$ cat config.mk
export PLATFORM = sky130hd
export DESIGN_NAME = double_ended_queue_unit
export DESIGN_NICKNAME = d
export VERILOG_FILES = /design/src/rtl/deq_pkg.sv /design/src/rtl/deq_cell.sv /design/src/rtl/double_ended_queue_unit.sv
export SDC_FILE = /design/constraint.sdc
export NUM_CORES = 1
export LEC_CHECK = 0
export ABC_AREA = 1
export BUFFER_PORTS_ARGS = -buffer_cell sky130_fd_sc_hd__buf_4
export CAP_MARGIN = 15
export CORE_ASPECT_RATIO = 1.25
export CORE_MARGIN = 2
export CORE_UTILIZATION = 30
export DETAILED_ROUTE_END_ITERATION = 7
export PLACE_DENSITY_LB_ADDON = 0.15
export SYNTH_ARGS = -nofsm -noshare
export SYNTH_HDL_FRONTEND = slang
export SYNTH_SLANG_ARGS = --single-unit
$ cat constraint.sdc
create_clock -name clk -period 7 [get_ports clk]
set_input_delay 1.4 -clock clk [delete_from_list [all_inputs] [get_ports clk]]
set_output_delay 1.4 -clock clk [all_outputs]
set_load 0.005 [all_outputs]
$ cat src/rtl/deq_pkg.sv
`timescale 1ns / 1ps
`default_nettype none
// deq_pkg: shared types and codes for the double-ended queue unit
// used by deq_cell and double_ended_queue_unit; no dependencies
package deq_pkg;

  localparam int DATA_W       = 32;
  localparam int KIND_W       = 3;
  localparam int STATUS_W     = 2;
  localparam int DEF_CAPACITY = 16;

  // request kinds
  localparam logic [KIND_W-1:0] KIND_PUSH_FRONT = 3'd0;
  localparam logic [KIND_W-1:0] KIND_PUSH_BACK  = 3'd1;
  localparam logic [KIND_W-1:0] KIND_POP_FRONT  = 3'd2;
  localparam logic [KIND_W-1:0] KIND_POP_BACK   = 3'd3;
  localparam logic [KIND_W-1:0] KIND_DUMP       = 3'd4;

  // result status codes
  localparam logic [STATUS_W-1:0] STATUS_OK    = 2'd0;
  localparam logic [STATUS_W-1:0] STATUS_EMPTY = 2'd1;
  localparam logic [STATUS_W-1:0] STATUS_FULL  = 2'd2;

  // command broadcast to every cell of the chain
  typedef enum logic [2:0] {
    CMD_HOLD,
    CMD_PUSH_FRONT,
    CMD_PUSH_BACK,
    CMD_POP_FRONT,
    CMD_ROTATE
  } cmd_t;

  typedef struct packed {
    cmd_t              cmd;
    logic [DATA_W-1:0] value;
  } cell_ctrl_t;

  typedef enum logic {
    ST_IDLE,
    ST_DUMP
  } state_t;

endpackage
`default_nettype wire

$ cat src/rtl/deq_cell.sv
`timescale 1ns / 1ps
`default_nettype none
// deq_cell: one storage cell of the queue chain, cell 0 holds the front
// depends on deq_pkg
module deq_cell #(
  parameter int IDX = 0,
  parameter int CW  = 5
) (
  input  wire                        clk,
  input  wire  deq_pkg::cell_ctrl_t  ctrl,
  input  wire  [CW-1:0]              count,
  input  wire  [deq_pkg::DATA_W-1:0] left_in,
  input  wire  [deq_pkg::DATA_W-1:0] right_in,
  output logic [deq_pkg::DATA_W-1:0] q
);
  import deq_pkg::*;

  logic [DATA_W-1:0] q_next;

  // pick the new contents from the neighbors or the broadcast value
  always_comb begin
    q_next = q;
    unique case (ctrl.cmd)
      CMD_HOLD: q_next = q;
      CMD_PUSH_FRONT: q_next = left_in;
      CMD_PUSH_BACK: begin
        if (count == CW'(IDX)) q_next = ctrl.value;
      end
      CMD_POP_FRONT: q_next = right_in;
      CMD_ROTATE: begin
        // front item moves to the back slot, the rest move one toward the front
        if (count == CW'(IDX + 1)) q_next = ctrl.value;
        else if (count > CW'(IDX + 1)) q_next = right_in;
      end
      default: q_next = q;
    endcase
  end

  // contents need no reset
  always_ff @(posedge clk) begin
    q <= q_next;
  end

endmodule
`default_nettype wire

$ cat src/rtl/double_ended_queue_unit.sv
`timescale 1ns / 1ps
`default_nettype none
// double_ended_queue_unit: deque of signed 32-bit values in a chain of cells
// depends on deq_pkg and deq_cell
// push and pop: result in the output register next cycle, taken only while the output is free
// dump of n entries: once accepted, one result per cycle while the output is free, n in all,
//   while the chain rotates once per result; input is held off meanwhile
// reset (rst, synchronous): queue empty, front at cell 0, cell contents not cleared
module double_ended_queue_unit #(
  parameter int CAPACITY = deq_pkg::DEF_CAPACITY
) (
  input  wire                          clk,
  input  wire                          rst,
  input  wire                          s_tvalid,
  output logic                         s_tready,
  input  wire  [deq_pkg::DATA_W-1:0]   s_tdata,  // [31:0] value
  input  wire  [deq_pkg::KIND_W-1:0]   s_tuser,  // [2:0] kind
  output logic                         m_tvalid,
  input  wire                          m_tready,
  output logic [deq_pkg::DATA_W-1:0]   m_tdata,  // [31:0] data
  output logic [deq_pkg::STATUS_W-1:0] m_tuser,  // [1:0] status
  output logic                         m_tlast
);
  import deq_pkg::*;

  localparam int CW = $clog2(CAPACITY + 1);
  localparam int IW = $clog2(CAPACITY);

  state_t            state, state_next;
  logic [CW-1:0]     count, count_next;
  logic [IW-1:0]     dump_idx, dump_idx_next;
  cell_ctrl_t        ctrl;
  logic [DATA_W-1:0] cells [CAPACITY];
  logic [DATA_W-1:0] back_value;
  logic              in_fire;
  logic              out_free;
  logic              load_out;
  logic [STATUS_W-1:0] out_status;
  logic [DATA_W-1:0] out_data;
  logic              out_last;

  // cell chain, cell 0 is the front
  for (genvar i = 0; i < CAPACITY; i++) begin : g_cell
    logic [DATA_W-1:0] left_in;
    logic [DATA_W-1:0] right_in;
    if (i == 0) begin : g_first
      assign left_in = ctrl.value;
    end else begin : g_mid
      assign left_in = cells[i-1];
    end
    if (i == CAPACITY - 1) begin : g_last
      assign right_in = '0;
    end else begin : g_inner
      assign right_in = cells[i+1];
    end
    deq_cell #(
      .IDX (i),
      .CW  (CW)
    ) u_cell (
      .clk      (clk),
      .ctrl     (ctrl),
      .count    (count),
      .left_in  (left_in),
      .right_in (right_in),
      .q        (cells[i])
    );
  end

  // back entry select, one-hot and-or over the cells
  always_comb begin
    back_value = '0;
    for (int i = 0; i < CAPACITY; i++) begin
      back_value = back_value | (cells[i] & {DATA_W{count == CW'(i + 1)}});
    end
  end

  // handshake
  assign out_free = !m_tvalid || m_tready;
  assign s_tready = (state == ST_IDLE) && out_free;
  assign in_fire  = s_tvalid && s_tready;

  // request decode and dump sequencer
  always_comb begin
    state_next    = state;
    count_next    = count;
    dump_idx_next = dump_idx;
    ctrl.cmd      = CMD_HOLD;
    ctrl.value    = s_tdata;
    load_out      = 1'b0;
    out_status    = STATUS_OK;
    out_data      = '0;
    out_last      = 1'b1;
    unique case (state)
      ST_IDLE: begin
        if (in_fire) begin
          case (s_tuser)
            KIND_PUSH_FRONT, KIND_PUSH_BACK: begin
              load_out = 1'b1;
              if (count == CW'(CAPACITY)) begin
                out_status = STATUS_FULL;
              end else begin
                ctrl.cmd   = (s_tuser == KIND_PUSH_FRONT) ? CMD_PUSH_FRONT : CMD_PUSH_BACK;
                count_next = count + CW'(1);
              end
            end
            KIND_POP_FRONT, KIND_POP_BACK: begin
              load_out = 1'b1;
              if (count == '0) begin
                out_status = STATUS_EMPTY;
              end else begin
                count_next = count - CW'(1);
                if (s_tuser == KIND_POP_FRONT) begin
                  out_data = cells[0];
                  ctrl.cmd = CMD_POP_FRONT;
                end else begin
                  out_data = back_value;
                end
              end
            end
            KIND_DUMP: begin
              if (count == '0) begin
                load_out   = 1'b1;
                out_status = STATUS_EMPTY;
              end else begin
                state_next    = ST_DUMP;
                dump_idx_next = '0;
              end
            end
            default: ;  // unused kinds give no result
          endcase
        end
      end
      ST_DUMP: begin
        if (out_free) begin
          load_out   = 1'b1;
          out_data   = cells[0];
          out_last   = (CW'(dump_idx) == count - CW'(1));
          ctrl.cmd   = CMD_ROTATE;
          ctrl.value = cells[0];
          if (out_last) state_next = ST_IDLE;
          else dump_idx_next = dump_idx + IW'(1);
        end
      end
      default: state_next = ST_IDLE;
    endcase
  end

  // control registers
  always_ff @(posedge clk) begin
    if (rst) begin
      state    <= ST_IDLE;
      count    <= '0;
      dump_idx <= '0;
      m_tvalid <= 1'b0;
    end else begin
      state    <= state_next;
      count    <= count_next;
      dump_idx <= dump_idx_next;
      if (load_out) m_tvalid <= 1'b1;
      else if (m_tready) m_tvalid <= 1'b0;
    end
  end

  // output payload register
  always_ff @(posedge clk) begin
    if (load_out) begin
      m_tdata <= out_data;
      m_tuser <= out_status;
      m_tlast <= out_last;
    end
  end

  // occupancy never passes the capacity
  a_count_range: assert property (@(posedge clk) disable iff (rst)
    count <= CW'(CAPACITY))
    else $error("entry count above capacity");

  // no request taken while a dump walks the chain
  a_dump_blocks_input: assert property (@(posedge clk) disable iff (rst)
    (state == ST_DUMP) |-> !s_tready)
    else $error("input accepted during dump");

  // occupancy does not change while dumping
  a_dump_count_stable: assert property (@(posedge clk) disable iff (rst)
    (state == ST_DUMP) |=> $stable(count))
    else $error("entry count changed during dump");

  // the final dump item ends the dump
  a_dump_ends: assert property (@(posedge clk) disable iff (rst)
    (state == ST_DUMP && load_out && out_last) |=> (state == ST_IDLE))
    else $error("dump did not finish after its final item");

endmodule
`default_nettype wire
# After elaboration in Yosys (flattened, before gate mapping)
# Cells that the tools add are included.
classes:
  n_eq_ne: 64
  mux: 104
  order_cmp: 16
  bitwise: 33
  n_reduce_logical: 33
  n_addsub: 3
op_table:
  columns: ["op", "count"]
  rows:
  - ["$pmux W32 S4", 16]
  - ["$mux W32", 54]
  - ["$and A32 B32 Y32", 16]
  - ["$or A32 B32 Y32", 15]
  - ["$pmux W32 S2", 1]
  - ["$ne A3 B2 Y1 const B", 16]
  - ["$reduce_and A3 Y1", 16]
  - ["$ne A2 B2 Y1 const B", 21]
  - ["$eq A5 B4 Y1 const B", 8]
  - ["$gt A5 B4 Y1 const B", 8]
  - ["$mux W35", 1]
  - ["$eq A5 B3 Y1 const B", 4]
  - ["$gt A5 B3 Y1 const B", 4]
  - ["$mux W4", 5]
  - ["$eq A3 B2 Y1 const B", 4]
  - ["$mux W2", 6]
  - ["$mux W1", 11]
  - ["$eq A5 B2 Y1 const B", 2]
  - ["$gt A5 B2 Y1 const B", 2]
  - ["$mux W5", 2]
  - ["$pmux W5 S2", 1]
  - ["$reduce_and A5 Y1", 2]
  - ["$pmux W2 S2", 2]
  - ["$pmux W4 S2", 1]
  - ["other kinds (25)", 35]
totals:
  out_inout_bits: 37
  reg_bits: 558

# Longest topological paths before layout
depth:
  depth_word: 22
  ltp_mapped: 16
  mapped_depth_nobuf: 14

# Cells and area by module
# Synthesis repeated with hierarchy kept, for this count alone.
hier_totals:
  hier_cells: 4406
  hier_area_um2: 35218.8
modules_own_cells:
  columns: ["mod", "area_per_inst_um2", "cells_each", "n_inst"]
  rows:
  - ["double_ended_queue_unit", 6656.4, 1247, 1]
  - ["deq_cell at g_cell[10].u_cell", 2069.5, 199, 1]
  - ["deq_cell at g_cell[6].u_cell", 1914.3, 197, 1]
  - ["deq_cell at g_cell[12].u_cell", 1875.5, 202, 1]
  - ["deq_cell at g_cell[3].u_cell", 1831.8, 195, 1]
  - ["deq_cell at g_cell[2].u_cell", 1811.7, 198, 1]
  - ["deq_cell at g_cell[4].u_cell", 1767.9, 200, 1]
  - ["deq_cell at g_cell[7].u_cell", 1765.4, 196, 1]
  - ["deq_cell at g_cell[14].u_cell", 1736.7, 197, 1]
  - ["deq_cell at g_cell[15].u_cell", 1734.2, 192, 1]
  - ["deq_cell at g_cell[8].u_cell", 1734.2, 199, 1]
  - ["deq_cell at g_cell[11].u_cell", 1731.7, 199, 1]
  - ["deq_cell at g_cell[1].u_cell", 1730.4, 197, 1]
  - ["deq_cell at g_cell[13].u_cell", 1729.2, 199, 1]
  - ["+3 rows", null, null, null]

# Worst setup path after synthesis
# OpenSTA, ideal clock, no wires.
synth_timing:
  path_type: "input-to-reg"
  startpoint: "input m_tready"
  endpoint: "register g_cell[0].u_cell.q[0] (netlist name), enable pin"
  arrival_time_ps: 4898
  slack_ps: 1632
  path_stages: 9
  cell_sequence: "nor2_1 > nor2_1 > nand2_1 > inv_1 > nand2_4 > nor2_2 > buf_2 > buf_1 > a211oi_1"
synth_between:
  elab_chain_len: 8
  word_cells_on_any_way: 14
  classes_between: "eq/ne: 6; mux: 3; reduce/logical: 5"
synth_rtl:
  columns: ["item", "line_no", "source"]
  rows:
  - ["start, declared", "double_ended_queue_unit.sv:19", "input wire m_tready,"]
  - ["$logic_or A1 B1 Y1 *", "double_ended_queue_unit.sv:78", "assign out_free = !m_tvalid || m_tready;"]
  - ["$logic_and A1 B1 Y1 *", "double_ended_queue_unit.sv:79", "assign s_tready = (state == ST_IDLE) && out_free;"]
  - ["via s_tready", "double_ended_queue_unit.sv:15", "output logic s_tready,"]
  - ["$logic_and A1 B1 Y1 *", "double_ended_queue_unit.sv:80", "assign in_fire = s_tvalid && s_tready;"]
  - ["$mux W2 *", "double_ended_queue_unit.sv:95", "if (in_fire) begin"]
  - ["$pmux W3 S2 *", "double_ended_queue_unit.sv:93", "unique case (state)"]
  - ["$eq A3 B3 Y1 (tied with other cells)", "deq_cell.sv:23", "unique case (ctrl.cmd)"]
  - ["$ne A3 B2 Y1 (no line) (tied with other cells)", null, null]
  - ["$reduce_and A3 Y1 (no line) *", null, null]
  - ["end signal, assigned", "deq_cell.sv:41", "q <= q_next;"]
  - ["end, declared", "deq_cell.sv:14", "output logic [deq_pkg::DATA_W-1:0] q"]
# The timed path passes the listed nets; every way through them passes the cells marked *.
# A chain may end at the register's enable or synchronous reset.

# Worst setup path after layout
layout_timing:
  startpoint: "register count[0]"
  endpoint: "register g_cell[4].u_cell.q[18] (netlist name), enable pin"
layout_between:
  elab_chain_len: 8
  word_cells_on_any_way: 18
  classes_between: "order compare: 1; eq/ne: 9; mux: 5; reduce/logical: 3"
layout_rtl:
  columns: ["item", "line_no", "source"]
  rows:
  - ["start, declared", "double_ended_queue_unit.sv:30", "logic [CW-1:0] count, count_next;"]
  - ["start signal, assigned", "double_ended_queue_unit.sv:157", "count <= count_next;"]
  - ["$eq A5 B5 Y1 or $logic_not A5 Y1 (tied branches)", "double_ended_queue_unit.sv:99, double_ended_queue_unit.sv:108", null]
  - ["$mux W2, on equally long branches", "double_ended_queue_unit.sv:99, double_ended_queue_unit.sv:108", null]
  - ["$pmux W2 S2", "double_ended_queue_unit.sv:96", "case (s_tuser)"]
  - ["$mux W2", "double_ended_queue_unit.sv:95", null]
  - ["$pmux W3 S2", "double_ended_queue_unit.sv:93", null]
  - ["$eq A3 B3 Y1 (tied with other cells)", "deq_cell.sv:23", null]
  - ["$ne A3 B2 Y1 (no line) (tied with other cells)", null, null]
  - ["$reduce_and A3 Y1 (no line) *", null, null]
  - ["end signal, assigned", "deq_cell.sv:41", null]
  - ["end, declared", "deq_cell.sv:14", null]
# Mark *: on every way between the ends. The rest lies on a longest branch, timed or not.

==> flow_results.org <==
** Run status
- The flow ran to the end, and the final reports show no timing, DRC or antenna violations.

** Critical path
- The worst register-to-register path begins at count[0].
- Broken down by cell family, the worst path's largest delay share belongs to buffers and inverters.
- Walking the worst path, the cells encountered are clkinv_1 -> ha_1 -> inv_1 -> nor2_1 -> nand2_2 -> nand2_1 -> o21ai_2 -> inv_2 -> nor2_1 -> nor2_2 -> inv_1 -> o21ai_0 -> a21oi_4 -> buf_4.
- Arr. time, crit path :: 4.85 ns
- STA classifies the critical path startpoint as a flip-flop.
- The critical path crosses 14 cells after its start point.
- Endpoint kind of the worst setup timing path :: flip-flop
- Depth of the worst register-to-register path :: 14
- Data required time of the critical path :: 7.30 ns
- Startpoint-to-endpoint class of the critical path :: flip-flop to flip-flop
- Biggest fanout along the worst timing path :: 20
- Critical Path Source :: count[0]
- Largest stage delay on the critical path :: 0.71 ns
- Together, buffers and inverters on the worst path number 5.
- Crit-path slowest cell :: sky130_fd_sc_hd__a21oi_4

** CTS
- Clock buffers created by TritonCTS :: 67
- Hold-fix buffer count after cts :: 0
- CTS tree :: done
- No sink is reached through more buffers than the 3 on the longest clock path.
- The H-tree generated during clock tree synthesis spans 3 levels.
- Clock latency on the worst-skew pair, taken at its later pin, is 0.68 ns.
- Post-CTS Resized :: 0
- Cell chosen for the clock root :: sky130_fd_sc_hd__clkbuf_16
- The clock drives 558 sinks.
- Clock transition at the register clock pins on the worst setup and hold paths after CTS :: 0.06 ns
- In this run the post-CTS setup repair buffer count came out at 0.

** GRT
- The global routing stage identified its most utilized layer as met2.
- The initial antenna violation count came to 3.
- Across every metal layer, demand over resource in global routing totals 28.5%.
- Number of global-route vias before repair :: 33,600
- In the global route stage, met3 resource usage came out at 3.68%.
- For met2 alone, demand over resource in global routing was 46.3%.
- Global-route wire length before repair :: 247,000 microns
- For this run the aggregate overflow at the end of global routing stands at 0.
- Met1 track demand over resource :: 36.5%
- Largest net degree at the start of global routing :: 178

** Placement
- Final weighted congestion in routability-driven placement :: 0.847
- IO buf count :: 75
- After legalization and detailed placement, the total HPWL measured 97,200 microns.
- Placed cell areas :: 37,300 sq um

** Timing
- Pins over their slew limit :: 0
- RSZ-0062 raised after global routing :: no
- Across the routed clock network, the largest skew measured is 0.0269 ns.
- For the pin with the worst max-slew slack, the measured transition is 1.26 ns.
- Minimum clock period after layout :: 4.54 ns
- Final cycle utilization of the critical path :: 64.9%
- Highest attainable clock frequency :: 220 MHz
- Final hold violation count :: 0
- Setup total negative slack on the finished layout was measured at 0 ns.
- Setup violations remaining at the end of the flow were counted as 0.
- The worst pin sits at a relative slew slack of 15.9%.

** Routing
- Drt pass-1 iters :: 7
- In the routed layout, each cell is associated on average with a via count of 5.92.
- Remaining antenna violation count after routing :: 0
- Across all layers, the routed design uses 35,600 vias.
- Drt first-iter violations :: 4,415
- Total wire length after detailed routing :: 175,000 microns
- In the final routed layout, each cell accounts on average for 29.2 microns.
- After detailed routing, the number of remaining DRC violations is 0.

** Logic synthesis
- Mapped Cells :: 4,505
- Counting every net in the synthesized netlist gives 4,550.
- Proportion of register bits with asynchronous set or reset after synthesis :: 0%
- The synthesized design devotes to its leading area cell type 46.8% of total area.
- Sequential area share after synthesis :: 47.4%
- sky130_fd_sc_hd__edfxtp_1 takes more of the synthesized area than any other cell.
- Counting flops with a built-in enable in the synthesized netlist gives 547.
- Post-synthesis cell area :: 35,100 sq um
- The Yosys step of the flow raised 0 warnings.
- Synthesis instantiated 40 different standard cells from the library.
- Dividing the synthesized area by the synthesized cell count gives 7.79 sq um.
- Prevailing post-synth register cell :: sky130_fd_sc_hd__edfxtp_1
- After synthesis the netlist holds a flip-flop and latch count of 558.
- In the post-synthesis netlist, the biggest area contributors are sky130_fd_sc_hd__edfxtp_1 47%, sky130_fd_sc_hd__nand2_1 19%, sky130_fd_sc_hd__o2111ai_1 6.9%.

** Die
- The floorplan has 140 rows.
- Initial core utilization :: 30.2%
- For this design the top-level I/O count stands at 76.
- The die covers 120,000 sq um.
- Overall die height :: 387 microns
- Width of the die :: 310 microns
- Area of the core :: 116,000 sq um

** Power
- For this design the ratio of total power to cell area is 243 nW/um^2.
- IR analysis of the VDD net gives a maximum drop of 0.000149 V.
- For this design the static power due to leakage is 15.0 nW.

** Final layout
- Post-layout net count :: 4,435
- Antenna diode count :: 0
- Relative to the synthesized area, the layout overhead comes to 12.4%.
- Core occupancy in the finished layout :: 33.9%
- Total non-filler cell area in the finished layout :: 39,500 sq um
- Share of post-route cells with drive strength above 1 :: 7.70%

** Worst hold path
- Class of the tightest hold or removal check :: flip-flop to flip-flop
- The worst hold path passes through 2 cells.
- The startpoint identified for the worst hold timing path is dump_idx[3].

** Flow run
- The tool flagged a number of max-cap violations equal to 0.
## sequential cells by signal (all words and copies together), names as in the netlist
register         count
m_tuser              2
m_tlast              1
m_tdata             32
count                5
g_cell.u_cell.q    512
m_tvalid             1
dump_idx             4
state                1
## per-stage QoR
| stage | hold WS, ns | power, mW | setup slack (ns) | std cells |
|---|---|---|---|---|
| 3_3_place_gp | 0.508 | 5.89 | 2.34 | 5883 |
| 3_5_place_dp | 0.514 | 5.90 | 2.32 | 5883 |
| 4_1_cts | 0.527 | 9.58 | 2.50 | 6004 |
| 6_report | 0.519 | 9.58 | 2.46 | 6004 |
| 2_1_floorplan | 0.478 | 5.20 | 1.63 | 4505 |
| 5_1_grt | 0.551 | 9.86 | 2.27 | 6004 |
## path summary, 6_finish.rpt
check,endpoint,slack [ns]
setup reg to reg,g_cell[4].u_cell.q[18],2.46
hold reg to reg,dump_idx[3],0.52
hold / removal,dump_idx[3],0.52
setup / recovery,g_cell[4].u_cell.q[18],2.46
## Yosys cell counts, types with 11 or more instances
library cell and n:
sky130_fd_sc_hd__clkbuf_1 177, sky130_fd_sc_hd__o22ai_1 31, sky130_fd_sc_hd__nand4_1 204, sky130_fd_sc_hd__nand3_1 75, sky130_fd_sc_hd__nand2_1 1809, sky130_fd_sc_hd__dfxtp_1 11, sky130_fd_sc_hd__o2111ai_1 276, sky130_fd_sc_hd__o211ai_1 70
sky130_fd_sc_hd__o21ai_0 389, sky130_fd_sc_hd__edfxtp_1 547, sky130_fd_sc_hd__nor2_1 278, sky130_fd_sc_hd__buf_1 21, sky130_fd_sc_hd__a21oi_1 128, sky130_fd_sc_hd__buf_2 99, sky130_fd_sc_hd__nor3_1 17, sky130_fd_sc_hd__buf_4 47
sky130_fd_sc_hd__inv_1 239, sky130_fd_sc_hd__nand2_4 11
## cell families (layout without fill, tap and decap cells)
| family | Yosys count | count (layout) | share of synthesized area [%] |
|---|---|---|---|
| adder cells (fa/ha/maj) | 6 | 6 | 0.214 |
| AO/OA/AOI/OAI | 929 | 929 | 17.0 |
| AND/OR/NAND/NOR | 2412 | 2412 | 28.0 |
| flip-flops | 558 | 558 | 47.4 |
| buffers and inverters | 597 | 534 | 7.27 |
| XOR/XNOR | 3 | 3 | 0.0748 |
## power breakdown
part / internal, mW / total [mW] / switching (mW)
Sequential: 4.10 / 4.37 / 0.267
Combinational: 0.408 / 1.50 / 1.09
Clock: 2.07 / 3.71 / 1.64
Total: 6.58 / 9.58 / 2.99
## cells in the final DEF (no fill, tap or decap), types with 17 or more instances in the layout
| cell | instances |
|---|---|
| sky130_fd_sc_hd__nor3_1 | 17 |
| sky130_fd_sc_hd__o2111ai_1 | 276 |
| sky130_fd_sc_hd__o211ai_1 | 70 |
| sky130_fd_sc_hd__o21ai_0 | 389 |
| sky130_fd_sc_hd__o22ai_1 | 30 |
| sky130_fd_sc_hd__buf_4 | 149 |
| sky130_fd_sc_hd__nand2_1 | 1798 |
| sky130_fd_sc_hd__clkbuf_16 | 71 |
| sky130_fd_sc_hd__a21oi_1 | 123 |
| sky130_fd_sc_hd__inv_1 | 231 |
| sky130_fd_sc_hd__clkinv_1 | 17 |
| sky130_fd_sc_hd__nand4_1 | 204 |
| sky130_fd_sc_hd__nand3_1 | 71 |
| sky130_fd_sc_hd__nor2_1 | 270 |
| sky130_fd_sc_hd__edfxtp_1 | 547 |
## layout make-up
| cell class | count | area [sq um] |
|---|---|---|
| clock inverter | 37 | 330 |
| clock buffer | 84 | 1860 |
| timing repair buffer | 161 | 1360 |
| fill | 12300 | 76900 |
| sequential | 558 | 16600 |
| multi-input combinational | 3350 | 16300 |
| inverter | 252 | 962 |
| tap | 1562 | 1950 |
## worst min-delay path, cell delays in order, from the launching register on
cell and delay [ns]:
sky130_fd_sc_hd__dfxtp_1 0.34, sky130_fd_sc_hd__nand2_1 0.08, sky130_fd_sc_hd__a21oi_1 0.05
## routing by layer
layer,share of wire [%],routed length (microns)
met1,39,68300
met2,47,82100
met3,8.2,14400
met4,5.9,10300
met5,0.0091,16
(Power assumes the default switching activity.)
